### src/mpc_pkg.sv
`timescale 1ns / 1ps
`default_nettype none
package mpc_pkg;

  localparam int unsigned NumPalettes  = 6;
  localparam int unsigned PalStops     = 6;
  localparam int unsigned PixFieldBits = 12;

  typedef enum logic [2:0] {
    CfgXStart  = 3'd0,
    CfgYStart  = 3'd1,
    CfgXStep   = 3'd2,
    CfgYStep   = 3'd3,
    CfgLimit   = 3'd4,
    CfgPalette = 3'd5
  } cfg_idx_e;

  typedef struct packed {
    logic [PixFieldBits-1:0] pixel_col;
    logic [PixFieldBits-1:0] pixel_row;
  } pixel_t;

  typedef struct packed {
    logic [7:0] red;
    logic [7:0] green;
    logic [7:0] blue;
  } colour_t;

  // controller to datapath
  typedef struct packed {
    logic load;       // latch pixel, start mapping
    logic map_x;      // compute c_x
    logic map_y;      // compute c_y
    logic mul;        // compute the three products of z
    logic upd;        // update z
    logic esq;        // square the new z
    logic esc;        // escape compare
    logic pal_mul;    // p = n*(S-1)
    logic div_init;   // start divider
    logic div_step;   // one quotient bit
    logic mix_a;      // channel products
    logic mix_init;   // start channel divider
    logic fin;        // drive result
  } dp_cmd_t;

  // datapath to controller
  typedef struct packed {
    logic escaped;
    logic at_limit;
    logic div_done;
    logic ch_last;
  } dp_sts_t;

  function automatic logic [23:0] pal_rom(input logic [2:0] pal, input logic [2:0] idx);
    logic [23:0] r;
    r = 24'h000000;
    case (pal)
      3'd1: case (idx)
        3'd0: r = {8'd0, 8'd7, 8'd100};
        3'd1: r = {8'd32, 8'd107, 8'd203};
        3'd2: r = {8'd237, 8'd255, 8'd255};
        3'd3: r = {8'd255, 8'd170, 8'd0};
        3'd4: r = {8'd0, 8'd2, 8'd0};
        default: r = 24'h000000;
      endcase
      3'd2: case (idx)
        3'd1: r = {8'd35, 8'd232, 8'd156};
        3'd2: r = {8'd68, 8'd255, 8'd5};
        3'd3: r = {8'd250, 8'd247, 8'd87};
        3'd4: r = {8'd250, 8'd185, 8'd87};
        3'd5: r = {8'd255, 8'd255, 8'd255};
        default: r = 24'h000000;
      endcase
      3'd3: case (idx)
        3'd1: r = {8'd2, 8'd52, 8'd82};
        3'd2: r = {8'd6, 8'd115, 8'd122};
        3'd3: r = {8'd120, 8'd11, 8'd114};
        3'd4: r = {8'd120, 8'd6, 8'd36};
        3'd5: r = {8'd5, 8'd0, 8'd1};
        default: r = 24'h000000;
      endcase
      3'd4: case (idx)
        3'd1: r = {8'd164, 8'd25, 8'd224};
        3'd2: r = {8'd120, 8'd30, 8'd138};
        3'd3: r = {8'd250, 8'd87, 8'd96};
        3'd4: r = {8'd250, 8'd87, 8'd96};
        3'd5: r = {8'd255, 8'd255, 8'd255};
        default: r = 24'h000000;
      endcase
      3'd5: case (idx)
        3'd1: r = {8'd104, 8'd61, 8'd212};
        3'd2: r = {8'd90, 8'd230, 8'd227};
        3'd3: r = {8'd49, 8'd212, 8'd98};
        3'd4: r = {8'd246, 8'd255, 8'd0};
        3'd5: r = {8'd246, 8'd0, 8'd0};
        default: r = 24'h000000;
      endcase
      default: case (idx)
        3'd1: r = {8'd213, 8'd67, 8'd31};
        3'd2: r = {8'd251, 8'd255, 8'd121};
        3'd3: r = {8'd62, 8'd223, 8'd89};
        3'd4: r = {8'd43, 8'd30, 8'd218};
        3'd5: r = {8'd0, 8'd255, 8'd247};
        default: r = 24'h000000;
      endcase
    endcase
    return r;
  endfunction

endpackage
`default_nettype wire

### src/mpc_ctrl.sv
`timescale 1ns / 1ps
`default_nettype none
module mpc_ctrl (
  input  wire logic             clk_i,
  input  wire logic             rst_ni,
  input  wire logic             start_i,
  output logic                  busy_o,
  output mpc_pkg::dp_cmd_t      cmd_o,
  input  wire mpc_pkg::dp_sts_t sts_i
);
  import mpc_pkg::*;

  typedef enum logic [12:0] {
    StIdle   = 13'b0000000000001,
    StMapX   = 13'b0000000000010,
    StMapY   = 13'b0000000000100,
    StMul    = 13'b0000000001000,
    StUpd    = 13'b0000000010000,
    StSq     = 13'b0000000100000,
    StEsc    = 13'b0000001000000,
    StPal    = 13'b0000010000000,
    StDivI   = 13'b0000100000000,
    StDiv    = 13'b0001000000000,
    StMix    = 13'b0010000000000,
    StMixDiv = 13'b0100000000000,
    StFin    = 13'b1000000000000
  } state_e;

  state_e state_q, state_d;
  logic   mixdiv_q, mixdiv_d;  // divider serves the channel divide

  always_ff @(posedge clk_i or negedge rst_ni) begin
    if (!rst_ni) begin
      state_q  <= StIdle;
      mixdiv_q <= 1'b0;
    end else begin
      state_q  <= state_d;
      mixdiv_q <= mixdiv_d;
    end
  end

  always_comb begin
    state_d  = state_q;
    mixdiv_d = mixdiv_q;
    cmd_o    = '0;
    busy_o   = (state_q != StIdle);
    unique case (state_q)
      StIdle: begin
        if (start_i) begin
          cmd_o.load = 1'b1;
          state_d    = StMapX;
        end
      end
      StMapX: begin
        cmd_o.map_x = 1'b1;
        state_d     = StMapY;
      end
      StMapY: begin
        cmd_o.map_y = 1'b1;
        state_d     = sts_i.at_limit ? StPal : StMul;
      end
      StMul: begin
        cmd_o.mul = 1'b1;
        state_d   = StUpd;
      end
      StUpd: begin
        cmd_o.upd = 1'b1;
        state_d   = StSq;
      end
      StSq: begin
        cmd_o.esq = 1'b1;
        state_d   = StEsc;
      end
      StEsc: begin
        cmd_o.esc = 1'b1;
        state_d   = (sts_i.escaped || sts_i.at_limit) ? StPal : StMul;
      end
      StPal: begin
        cmd_o.pal_mul = 1'b1;
        mixdiv_d      = 1'b0;
        state_d       = StDivI;
      end
      StDivI: begin
        cmd_o.div_init = 1'b1;
        state_d        = StDiv;
      end
      StDiv: begin
        cmd_o.div_step = 1'b1;
        if (sts_i.div_done) begin
          state_d = mixdiv_q ? (sts_i.ch_last ? StFin : StMix) : StMix;
        end
      end
      StMix: begin
        cmd_o.mix_a = 1'b1;
        state_d     = StMixDiv;
      end
      StMixDiv: begin
        cmd_o.mix_init = 1'b1;
        mixdiv_d       = 1'b1;
        state_d        = StDiv;
      end
      StFin: begin
        cmd_o.fin = 1'b1;
        state_d   = StIdle;
      end
      default: state_d = StIdle;
    endcase
  end
endmodule
`default_nettype wire

### config.mk
export PLATFORM = sky130hd
export DESIGN_NAME = mpc_ctrl
export DESIGN_NICKNAME = d
export VERILOG_FILES = /design/src/mpc_pkg.sv /design/src/mpc_ctrl.sv
export SDC_FILE = /design/constraint.sdc
export NUM_CORES = 1
export LEC_CHECK = 0
export ABC_CLOCK_PERIOD_IN_PS = 2000
export CELL_PAD_IN_SITES_DETAIL_PLACEMENT = 0
export CELL_PAD_IN_SITES_GLOBAL_PLACEMENT = 1
export CORE_MARGIN = 3
export CORE_UTILIZATION = 41
export CTS_CLUSTER_DIAMETER = 200
export CTS_CLUSTER_SIZE = 24
export DETAILED_ROUTE_END_ITERATION = 10
export DONT_BUFFER_PORTS = 1
export GPL_TIMING_DRIVEN = 0
export PLACE_DENSITY_LB_ADDON = 0.12
export SYNTH_ARGS = -nofsm -noshare
export SYNTH_HDL_FRONTEND = slang
export SYNTH_SLANG_ARGS = --single-unit
### constraint.sdc
create_clock -name clk_i -period 2 [get_ports clk_i]
set_input_delay 0.1 -clock clk_i [delete_from_list [all_inputs] [get_ports clk_i]]
set_output_delay 0.1 -clock clk_i [all_outputs]
set_load 0.01 [all_outputs]
==> impl_metrics.csv <==
group,metric,value,unit
status,status,"finished with violations",
status,violations,"negative setup slack",
sta,period_minus_slack,2.290,ns
synthesis,synth_seq_area_share,38.76,%
floorplanning,fp.dieArea,2813,um^2
floorplanning,start_util,44.86,%
sta,post-route-worst-setup-slack,-0.2904,ns
synthesis,yosysWarnings,0,
power,p_leak,0.5433,nW
worst_setup_path,cp.arrival,2.19,ns
power,report.power.total,1.046,mW
power,power_density,856.7,nW/um^2
hold_path,hold_start,"sts_i[2]",
sta,fin_crit_sh,114.5,%
floorplanning,die_width,53.04,um
synthesis,synthTopCellsByArea,"dfrtp_1 36%, nor4b_1 5.8%, nor3_1 5.5%, and4b_1 4.4%, and3_1 3.4%",
synthesis,syn-num-nets,102,
sta,slew_viol_final,0,
placed_design,dp_hpwl,1.376,mm
layout,layoutNonFillerInstCount,140,
floorplanning,num_rows,16,
placed_design,dp_cells,122,
global_routing,grt_max_degree,15,
clock_tree,cts_buffer_depth,2,
synthesis,synth_top_cell_by_area,"dfrtp_1",
floorplanning,coreArea,2022,um^2
clock_tree,cts-buffers-inserted,3,
synthesis,ys.flop_type,"dfrtp_1",
layout,utilization,60.40,%
drt,drtIter0Drc,14,
drt,post_drt_wl_per_cell,15.42,um
layout,nNetsFinal,121,
synthesis,synth_seq_cells,14,
worst_setup_path,worstPathMaxFanout,7,
synthesis,ys_types,35,
global_routing,grt_pass1_wl,3.256,mm
synthesis,synth_cells,95,
sta,skew,0.004205,ns
drt,drtPass1Iterations,5,
hold_path,hp-class,"input pin to flip-flop",
global_routing,grt_pass1_vias,726,
clock_tree,tritoncts,"built",
layout,final_cell_area,1221,um^2
layout,syn2layout_area_growth,34.62,%
sta,rsz0062_at_grt,"true",
placed_design,numPortBuffers,0,
sta,tightest_slew,0.6419,ns
sta,hold_viol_final,0,
synthesis,syn_avg_cell_area,9.549,um^2
layout,drive_gt1_share,48.67,%
drt,drc,0,
global_routing,grt_util_all_layers,16.20,%
worst_setup_path,critPathRequiredTime,1.90,ns
worst_setup_path,crit_type,"flip-flop to output pin",
layout,antenna_cells,0,
floorplanning,ioPinCount,21,
clock_tree,path_clk_slew,0.09,ns
clock_tree,clk_latency,0.28,ns
synthesis,synth_top_area_share,35.86,%
global_routing,grt_overflow_total,0,
placed_design,postPlaceCellArea,947.2,um^2
clock_tree,clockRootBuffer,"clkbuf_4",
synthesis,synth_edf_count,0,
clock_tree,htreeDepth,1,
synthesis,synthTopCellsByCount,"13 x dfrtp_1, 10 x nor3_1, 7 x nor2_1, 6 x nor4b_1",
worst_setup_path,cp-startpoint,"state_q[4]",
drt,drt.antenna.violating_nets,0,
sta,setup_viol,15,
drt,drt_wl_total,2.159,mm
power,ir_drop,0.0005532,V
drt,via_count,805,
synthesis,async_flop_share,100.0,%
worst_setup_path,r2r_start,"state_q[4]",
drt,drt-vias-per-instance,5.750,
global_routing,antenna_found_initial,0,
worst_setup_path,setup.worst_path.end_class,"output pin",
floorplanning,die_h,53.04,um
synthesis,yosysMostFrequentCell,"dfrtp_1",
sta,maxSlewHeadroom,57.06,%
sta,max_freq,436.6,MHz
synthesis,syn-cell-area,907.1,um^2
flow_run,max-cap-violations,0,
worst_setup_path,cp-start-kind,"flip-flop",
placed_design,place_congestion,0.7045,
clock_tree,cts.sinks,14,
-- final timing paths --
path / cells after the start / slack (ns) / end
max: 5 / -0.29 / cmd_o[1]
min: 2 / 0.01 / state_q[7]
max reg2reg: 7 / -0.20 / state_q[0]
min reg2reg: 1 / 0.48 / state_q[10]
max in group asynchronous: 1 / 1.27 / state_q[2]
min in group asynchronous: 1 / 0.28 / state_q[12]
-- flip-flops by register name, summed over array words and instances (netlist names) --
register,count
mixdiv_q,1
state_q,13
-- per-stage QoR --
| stage | setup TNS, ns | setup slack, ns | hold WS (ns) |
|---|---|---|---|
| 3_5_place_dp | -3.322 | -0.3236 | -0.1951 |
| 3_3_place_gp | -3.042 | -0.2872 | -0.1952 |
| 2_1_floorplan | -0.4277 | -0.1606 | -0.1956 |
| 4_1_cts | -2.519 | -0.3522 | 0.01121 |
| 5_1_grt | -3.564 | -0.3477 | 0.03459 |
| 6_report | -2.364 | -0.2904 | 0.01475 |
-- critical path, cell delays in order, from the launching register on --
cell,delay [ns]
dfrtp_1,0.38
buf_6,0.12
or4_4,0.48
or4b_4,0.57
nor3_4,0.23
buf_6,0.13
-- per-layer routing --
layer / share of wire (%) / track usage [%]
met1: 47 / 20.70
met4: 0.93 / 8.936
met3: 4.4 / 3.662
met2: 48 / 25.00
met5: 0 / 0
-- kinds of logic after synthesis --
kind of cell,synth area share (%)
AND/OR/NAND/NOR,41.66
flip-flops,38.76
buffers and inverters,7.999
AO/OA/AOI/OAI,5.794
XOR/XNOR,5.794
-- area by class of cell --
class                      instances  area [um^2]
fill                             181        800.8
multi-input combinational         68        584.3
sequential                        14        359.1
timing repair buffer              20        166.4
clock buffer                       4        36.28
tap                               27        33.78
buffer                             2        22.52
inverter                           5        18.77
-- power breakdown --
part | switching [mW] | internal, mW
clock | 0.0943 | 0.111
combinational | 0.248 | 0.233
sequential | 0.0381 | 0.322
total | 0.380 | 0.666
-- placed cells by master, fill, tap and decap left out, types with 4 or more instances in the layout --
cell type / count
nor3_1: 7
dfrtp_2: 6
dfrtp_1: 7
nor4b_1: 4
nor2_1: 7
buf_4: 14
inv_1: 4
and3_1: 4
dlygate4sd3_1: 5
-- repair_timing --
action | CTS | global route
gates cloned | 0 | 0
endpoints found under the setup margin | 27 | 18
pin swaps | 9 | 12
gates resized for setup | 18 | 10
setup buffers | 7 | 8
hold buffers | 5 | 0
endpoints found under the hold margin | 19 | 0
(Power assumes the default switching activity.)
